### config.mk
export PLATFORM = sky130hd
export DESIGN_NAME = gbbc_front
export DESIGN_NICKNAME = d
export VERILOG_FILES = /design/src/sv/gbbc_pkg.sv /design/src/sv/gbbc_front.sv
export SDC_FILE = /design/constraint.sdc
export NUM_CORES = 1
export LEC_CHECK = 0
export BUFFER_PORTS_ARGS = -buffer_cell sky130_fd_sc_hd__buf_4
export CAP_MARGIN = 20
export CORE_MARGIN = 5
export CORE_UTILIZATION = 54
export CTS_CLUSTER_DIAMETER = 200
export DETAILED_ROUTE_END_ITERATION = 7
export PLACE_DENSITY = 0.87
export SLEW_MARGIN = 20
export SYNTH_ARGS = -nofsm -noshare
export SYNTH_HDL_FRONTEND = slang
export SYNTH_SLANG_ARGS = --single-unit
export TNS_END_PERCENT = 30
### constraint.sdc
create_clock -name clk_i -period 5.45 [get_ports clk_i]
set_input_delay 0.2725 -clock clk_i [delete_from_list [all_inputs] [get_ports clk_i]]
set_output_delay 0.2725 -clock clk_i [all_outputs]
set_load 0.005 [all_outputs]
### src/sv/gbbc_pkg.sv
// Shared types and constants of the grid bucket best corner block.
package gbbc_pkg;

  localparam int unsigned PYR_LEVELS = 4;
  localparam int unsigned QDEPTH     = 2;

  localparam logic [7:0] CFG_CELL_PIXELS     = 8'd0;
  localparam logic [7:0] CFG_GRID_COLUMNS    = 8'd1;
  localparam logic [7:0] CFG_GRID_ROWS_USED  = 8'd2;
  localparam logic [7:0] CFG_SCORE_THRESHOLD = 8'd3;

  localparam logic [7:0]  RST_CELL_PIXELS     = 8'd30;
  localparam logic [3:0]  RST_GRID_COLUMNS    = 4'd8;
  localparam logic [3:0]  RST_GRID_ROWS_USED  = 4'd8;
  localparam logic [31:0] RST_SCORE_THRESHOLD = 32'd12800;

  typedef enum logic [1:0] {
    FUNC_FLAG   = 2'd0,
    FUNC_CAND   = 2'd1,
    FUNC_FINISH = 2'd2,
    FUNC_NONE   = 2'd3
  } func_e;

  typedef enum logic [1:0] {
    KIND_FLAG   = 2'd0,
    KIND_CAND   = 2'd1,
    KIND_FINISH = 2'd2
  } kind_e;

  typedef struct packed {
    kind_e       kind;
    logic [14:0] full_x;
    logic [14:0] full_y;
    logic [1:0]  level;
    logic [31:0] score;
  } item_t;

  typedef struct packed {
    logic [7:0]  cell_pixels;
    logic [3:0]  grid_columns;
    logic [3:0]  grid_rows_used;
    logic [31:0] score_threshold;
  } cfg_t;

  typedef struct packed {
    logic [31:0] score;
    logic [14:0] full_x;
    logic [14:0] full_y;
    logic [1:0]  level;
  } cell_rec_t;

  typedef struct packed {
    logic        found;
    logic [5:0]  cell_number;
    logic [14:0] full_x;
    logic [14:0] full_y;
    logic [1:0]  best_level;
    logic [31:0] best_score;
    logic        last;
  } result_t;

endpackage

### src/sv/gbbc_front.sv
// Front part: accepts requests, classifies them and queues them for the back part.
module gbbc_front (
  input  logic            clk_i,
  input  logic            rst_ni,
  input  logic            in_valid_i,
  output logic            in_stall_o,
  input  logic [1:0]      func_i,
  input  logic [11:0]     pos_x_i,
  input  logic [11:0]     pos_y_i,
  input  logic [1:0]      pyr_level_i,
  input  logic [31:0]     corner_score_i,
  output logic            item_valid_o,
  output gbbc_pkg::item_t item_o,
  input  logic            item_pop_i
);
  import gbbc_pkg::*;

  localparam int unsigned PtrW = (QDEPTH > 1) ? $clog2(QDEPTH) : 1;
  localparam int unsigned CntW = $clog2(QDEPTH + 1);

  item_t            q_mem [QDEPTH];
  logic [PtrW-1:0]  wr_ptr_q, wr_ptr_d, rd_ptr_q, rd_ptr_d;
  logic [CntW-1:0]  count_q, count_d;
  item_t            item_c;
  logic             keep;
  logic             push, pop;

  always_comb begin
    keep          = 1'b0;
    item_c.kind   = KIND_FLAG;
    item_c.level  = pyr_level_i;
    item_c.score  = corner_score_i;
    item_c.full_x = 15'(pos_x_i);
    item_c.full_y = 15'(pos_y_i);
    unique case (func_e'(func_i))
      FUNC_FLAG: begin
        keep = 1'b1;
      end
      FUNC_CAND: begin
        keep          = ({1'b0, pyr_level_i} < 3'(PYR_LEVELS));
        item_c.kind   = KIND_CAND;
        item_c.full_x = 15'(pos_x_i) << pyr_level_i;
        item_c.full_y = 15'(pos_y_i) << pyr_level_i;
      end
      FUNC_FINISH: begin
        keep        = 1'b1;
        item_c.kind = KIND_FINISH;
      end
      default: begin
        keep = 1'b0;
      end
    endcase
  end

  assign in_stall_o   = (count_q == CntW'(QDEPTH));
  assign push         = in_valid_i && !in_stall_o && keep;
  assign item_valid_o = (count_q != '0);
  assign pop          = item_pop_i && item_valid_o;
  assign item_o       = q_mem[rd_ptr_q];

  always_comb begin
    wr_ptr_d = wr_ptr_q;
    rd_ptr_d = rd_ptr_q;
    count_d  = count_q;
    if (push) begin
      wr_ptr_d = (wr_ptr_q == PtrW'(QDEPTH - 1)) ? '0 : wr_ptr_q + 1'b1;
    end
    if (pop) begin
      rd_ptr_d = (rd_ptr_q == PtrW'(QDEPTH - 1)) ? '0 : rd_ptr_q + 1'b1;
    end
    if (push && !pop) begin
      count_d = count_q + 1'b1;
    end else if (pop && !push) begin
      count_d = count_q - 1'b1;
    end
  end

  always_ff @(posedge clk_i or negedge rst_ni) begin
    if (!rst_ni) begin
      wr_ptr_q <= '0;
      rd_ptr_q <= '0;
      count_q  <= '0;
    end else begin
      wr_ptr_q <= wr_ptr_d;
      rd_ptr_q <= rd_ptr_d;
      count_q  <= count_d;
    end
  end

  always_ff @(posedge clk_i) begin
    if (push) begin
      q_mem[wr_ptr_q] <= item_c;
    end
  end

endmodule

Word level (Yosys, flattened, before mapping)
Memories as Yosys holds them, arrays and structs flattened.
Cells that the tools add are included.
{"block": "classes", "n_addsub": 4, "multipliers": 0, "n_div": 0, "magnitude_cmp": 0, "eq_ne": 3, "shift": 2, "muxes": 9, "bitwise_logic": 0, "reduce_logical": 12}
{"operator": "$mux 30", "n": 1}
{"operator": "$shl 12x2->15", "n": 2}
{"operator": "$logic_and 1x1->1", "n": 5}
{"operator": "$mux 1", "n": 5}
{"operator": "$eq 2x2->1 const B", "n": 2}
{"operator": "$mux 2", "n": 2}
{"operator": "$pmux 2 s2", "n": 1}
{"operator": "$reduce_bool 2->1", "n": 2}
{"operator": "$logic_not 1->1", "n": 3}
{"operator": "$reduce_or 3->1", "n": 1}
{"operator": "$add 1x1->1 const B", "n": 2}
{"operator": "$add 2x1->2 const B", "n": 1}
{"operator": "$eq 2x1->1 const B", "n": 1}
{"operator": "$logic_not 2->1", "n": 1}
{"operator": "$sub 2x1->2 const B", "n": 1}
{"block": "totals", "register_bits": 4, "latchBits": 0, "ram_bits": 132, "romBits": 0, "inputBits": 64, "output_inout_bits": 68, "word_cells": 34, "mem_count": 1}
{"name": "q_mem", "words": 2, "width": 66, "rd": 1, "rd_clocked_by_memory_dff": 0, "wr": 1, "line": "gbbc_front.sv:21", "text": "item_t q_mem [QDEPTH];"}

Depth between registers and ports, before layout
{"block": "depth", "word_depth": 8, "depth_mapped": 7}

Worst setup path before layout
OpenSTA, ideal clock, no wires.
{"block": "synth_timing", "path_kind": "reg2reg", "from": "register count_q[0]", "to": "memory q_mem[0][0] in the netlist's numbering (enable)", "setup_ps": 491, "arrival_time_ps": 3409, "slack_ps": 1551, "path_stages_with_launch": 4, "path_cell_list": "dfrtp_1 -> nand2b_1 -> nand3_1 -> nor2_1"}
{"block": "synth_via", "elab_chain_len": 6}
{"item": "start: declaration", "line": "gbbc_front.sv:23", "text": "logic [CntW-1:0] count_q, count_d;"}
{"item": "start signal: assignment", "line": "gbbc_front.sv:86", "text": "count_q <= count_d;"}
{"item": "$eq 2x2->1", "line": "gbbc_front.sv:55", "text": "assign in_stall_o = (count_q == CntW'(QDEPTH));"}
{"item": "$logic_not 1->1", "line": "gbbc_front.sv:56", "text": "assign push = in_valid_i && !in_stall_o && keep;"}
{"item": "$logic_and 1x1->1 (2 in series)", "line": "gbbc_front.sv:56"}
{"item": "$mux 1", "line": "gbbc_front.sv:91", "text": "if (push) begin"}
{"item": "$mux 1 (implied by the code)", "line": "gbbc_front.sv:92", "text": "q_mem[wr_ptr_q] <= item_c;"}
{"item": "end: declaration", "line": "gbbc_front.sv:21"}
No other way between the ends.

==> impl_metrics.toml <==
[outcome]
status = "finished, final reports clean"

[cells_and_area]
layout_commonest_cell = "buf_4"
final_area_um2 = 7860
layout.nets = 594
synthToLayoutAreaGrowth_pct = 31.5
drive_gt1_frac = 0.436
antenna_cells = 0
final_cell_mix = "134 x buf_4, 132 x edfxtp_1, 68 x mux2_2"

[power_and_ir_drop]
leakage_nw = 2.94
power.density_nw_per_um2 = 451
vdd_ir_drop_max_uv = 304

[global_route]
overflow = 0
antenna_found_initial = 0
grt_use_total = 0.201
first_global_vias = 3863
grt_pass1_wl_mm = 20.1
grt_max_degree = 69

[worst_setup_path]
timing.rr.start = "count_q[0]$_DFFE_PN0P_"
worstPathArrival_ps = 2450
worstSetupStartpointType = "register"
required_ps = 5180
path_class = "register to primary output"
cp-end-kind = "primary output"
rr_worst_depth = 4
worstPathMaxFanout = 40
r2r-end = "q_mem[0][40]$_DFFE_PP_"
r2r_setup_slack_ps = 3150

[logic_synthesis]
synth.avg_cell_area_um2 = 16.3
yosys_warnings = 0
yosysTopAreaCellShare = 0.663
synthesis.area_um2 = 5980
postSynthCellCount = 366
synth_area_leaders = "edfxtp_1 66%, mux2_2 13%, o22ai_1 3.3%"
yosysSeqAreaShare = 0.680
ys_types = 35
yosys.area.top_type = "edfxtp_1"
ys_ff_latch = 136
syn_nets = 431

[timing]
rsz0062_at_grt = "false"
layout_min_cycle_time_ps = 2720
slew_viol_final = 0
skew_ps = 5.49
hold_viol = 0
final-setup-viol-count = 0
worst_pin_slew_ps = 1060
fin_setup_tns_ps = 0
relSlewSlack = 0.295
fmax_mhz = 367
post-route-period-util = 0.500

[placement]
dp_hpwl_mm = 7.95
placed_area_um2 = 6970
portBuffers = 131
gp_congestion = 0.854

[floorplanning]
die_w_um = 115
die_y_um = 115
pin_count = 132
num_rows = 38
start_util = 0.551
core_area_um2 = 10800
die_area_um2 = 13300

[cts]
ctsResizeCount = 0
cts_sinks = 136
clock_latency_ps = 500
cts_tree = "yes"
ctsLongestPathBuffers = 2
clkTransAtPathRegs_ps = 50
clock-root-buffer = "clkbuf_8"
numCtsBuffers = 17
htreeDepth = 4

[flow_run]
max_cap_viol_count = 0

[hold_path]
hold_depth = 3
hold_end = "rd_ptr_q$_DFFE_PN0P_"
hold_start = "item_pop_i"
min_path_type = "input port to register"

[drt]
drc = 0
via_per_inst = 5.46
vias = 3720
drtIter0Drc = 239
wl_mm = 12.9
dr.pass1.iters = 5
drtAntennaViolNets = 0
wl_per_cell_um = 19.0
## power by group
part / internal, mW / switching, mW / leakage [nW]
Combinational: 0.557 / 0.438 / 1.40
Sequential: 1.38 / 0.0894 / 1.27
Clock: 0.688 / 0.389 / 0.271
## state kept, by name, indices dropped and copies added (netlist names)
name	count
rd_ptr_q	1
count_q	2
q_mem	132
wr_ptr_q	1
## area by class of cell
class	count	area [um^2]
repair buffers	167	1340
fillers	701	2980
flip-flops and latches	136	4070
clock inverters	10	129
well taps	140	175
clock buffers	21	429
inverters	5	21.3
multi-input cells	202	1700
## Yosys cell counts
master / instances
and4_1: 2
or2_2: 1
a21oi_1: 15
mux2_1: 15
a31oi_1: 2
nand2_1: 6
o21ai_1: 3
and2_1: 3
dfrtp_1: 4
nor3b_2: 1
a2bb2oi_1: 1
edfxtp_1: 132
xnor2_1: 3
buf_4: 8
buf_2: 5
and4bb_1: 1
nor2b_1: 3
nand3_1: 1
mux2i_1: 3
nor2_1: 9
inv_4: 1
nand2b_1: 19
mux2_2: 68
nand3b_2: 1
a211oi_1: 1
inv_2: 1
o22a_1: 3
o22ai_1: 32
inv_1: 3
buf_6: 10
xor2_1: 2
a22o_1: 1
a22oi_1: 4
a211oi_2: 1
ha_1: 1
## critical path, cell delays in order, from the launching register on
cell	delay, ps
dfrtp_2	780
buf_4	580
mux2_2	420
buf_4	140
## repair_timing
item                                   in CTS  in global routing
endpoints found under the hold margin      68                  0
buffers inserted                            0                  0
hold buffers                               33                  0
## worst max path at each step
stage / to / cells after the start / slack [ps] / from
finish: item_o[44] / 3 / 2730 / rd_ptr_q$_DFFE_PN0P_
global route: item_o[57] / 3 / 2600 / rd_ptr_q$_DFFE_PN0P_
CTS: item_o[57] / 3 / 2680 / rd_ptr_q$_DFFE_PN0P_
detailed placement: q_mem[0][58]$_DFFE_PP_ / 4 / 3120 / count_q[0]$_DFFE_PN0P_
global placement: q_mem[0][62]$_DFFE_PP_ / 4 / 3160 / count_q[0]$_DFFE_PN0P_
floorplan: q_mem[0][0]$_DFFE_PP_ / 3 / 1550 / count_q[0]$_DFFE_PN0P_
## cells by family after synthesis
| logic type | count (synthesis) | synth area share |
|---|---|---|
| compound gates | 63 | 0.0663 |
| flops | 136 | 0.680 |
| xor+xnor | 5 | 0.00733 |
| fa+ha+maj | 1 | 0.00209 |
| buf+inv | 28 | 0.0366 |
| mux | 86 | 0.161 |
| simple gates | 47 | 0.0465 |
## metal layers
| metal | wire (um) | GRT usage |
|---|---|---|
| met5 | 0 | 0 |
| met4 | 150 | 0.0603 |
| met3 | 1090 | 0.0574 |
| met2 | 6520 | 0.334 |
| met1 | 5190 | 0.257 |
## through the flow
| stage | hold slack (ps) | power [mW] | worst slack (ps) | instances | util |
|---|---|---|---|---|---|
| final | 70.8 | 3.54 | 2730 | 681 | 0.725 |
| after global routing | 71.7 | 3.72 | 2600 | 681 | 0.725 |
| after CTS | 48.0 | 3.58 | 2680 | 681 | 0.725 |
| after detailed placement | 72.6 | 2.47 | 3120 | 617 | 0.643 |
| after global placement | 70.2 | 2.45 | 3160 | 617 | 0.643 |
| after floorplan | -23.1 | 2.01 | 1550 | 366 | - |
Note: power is estimated with default switching activity, not from simulation.
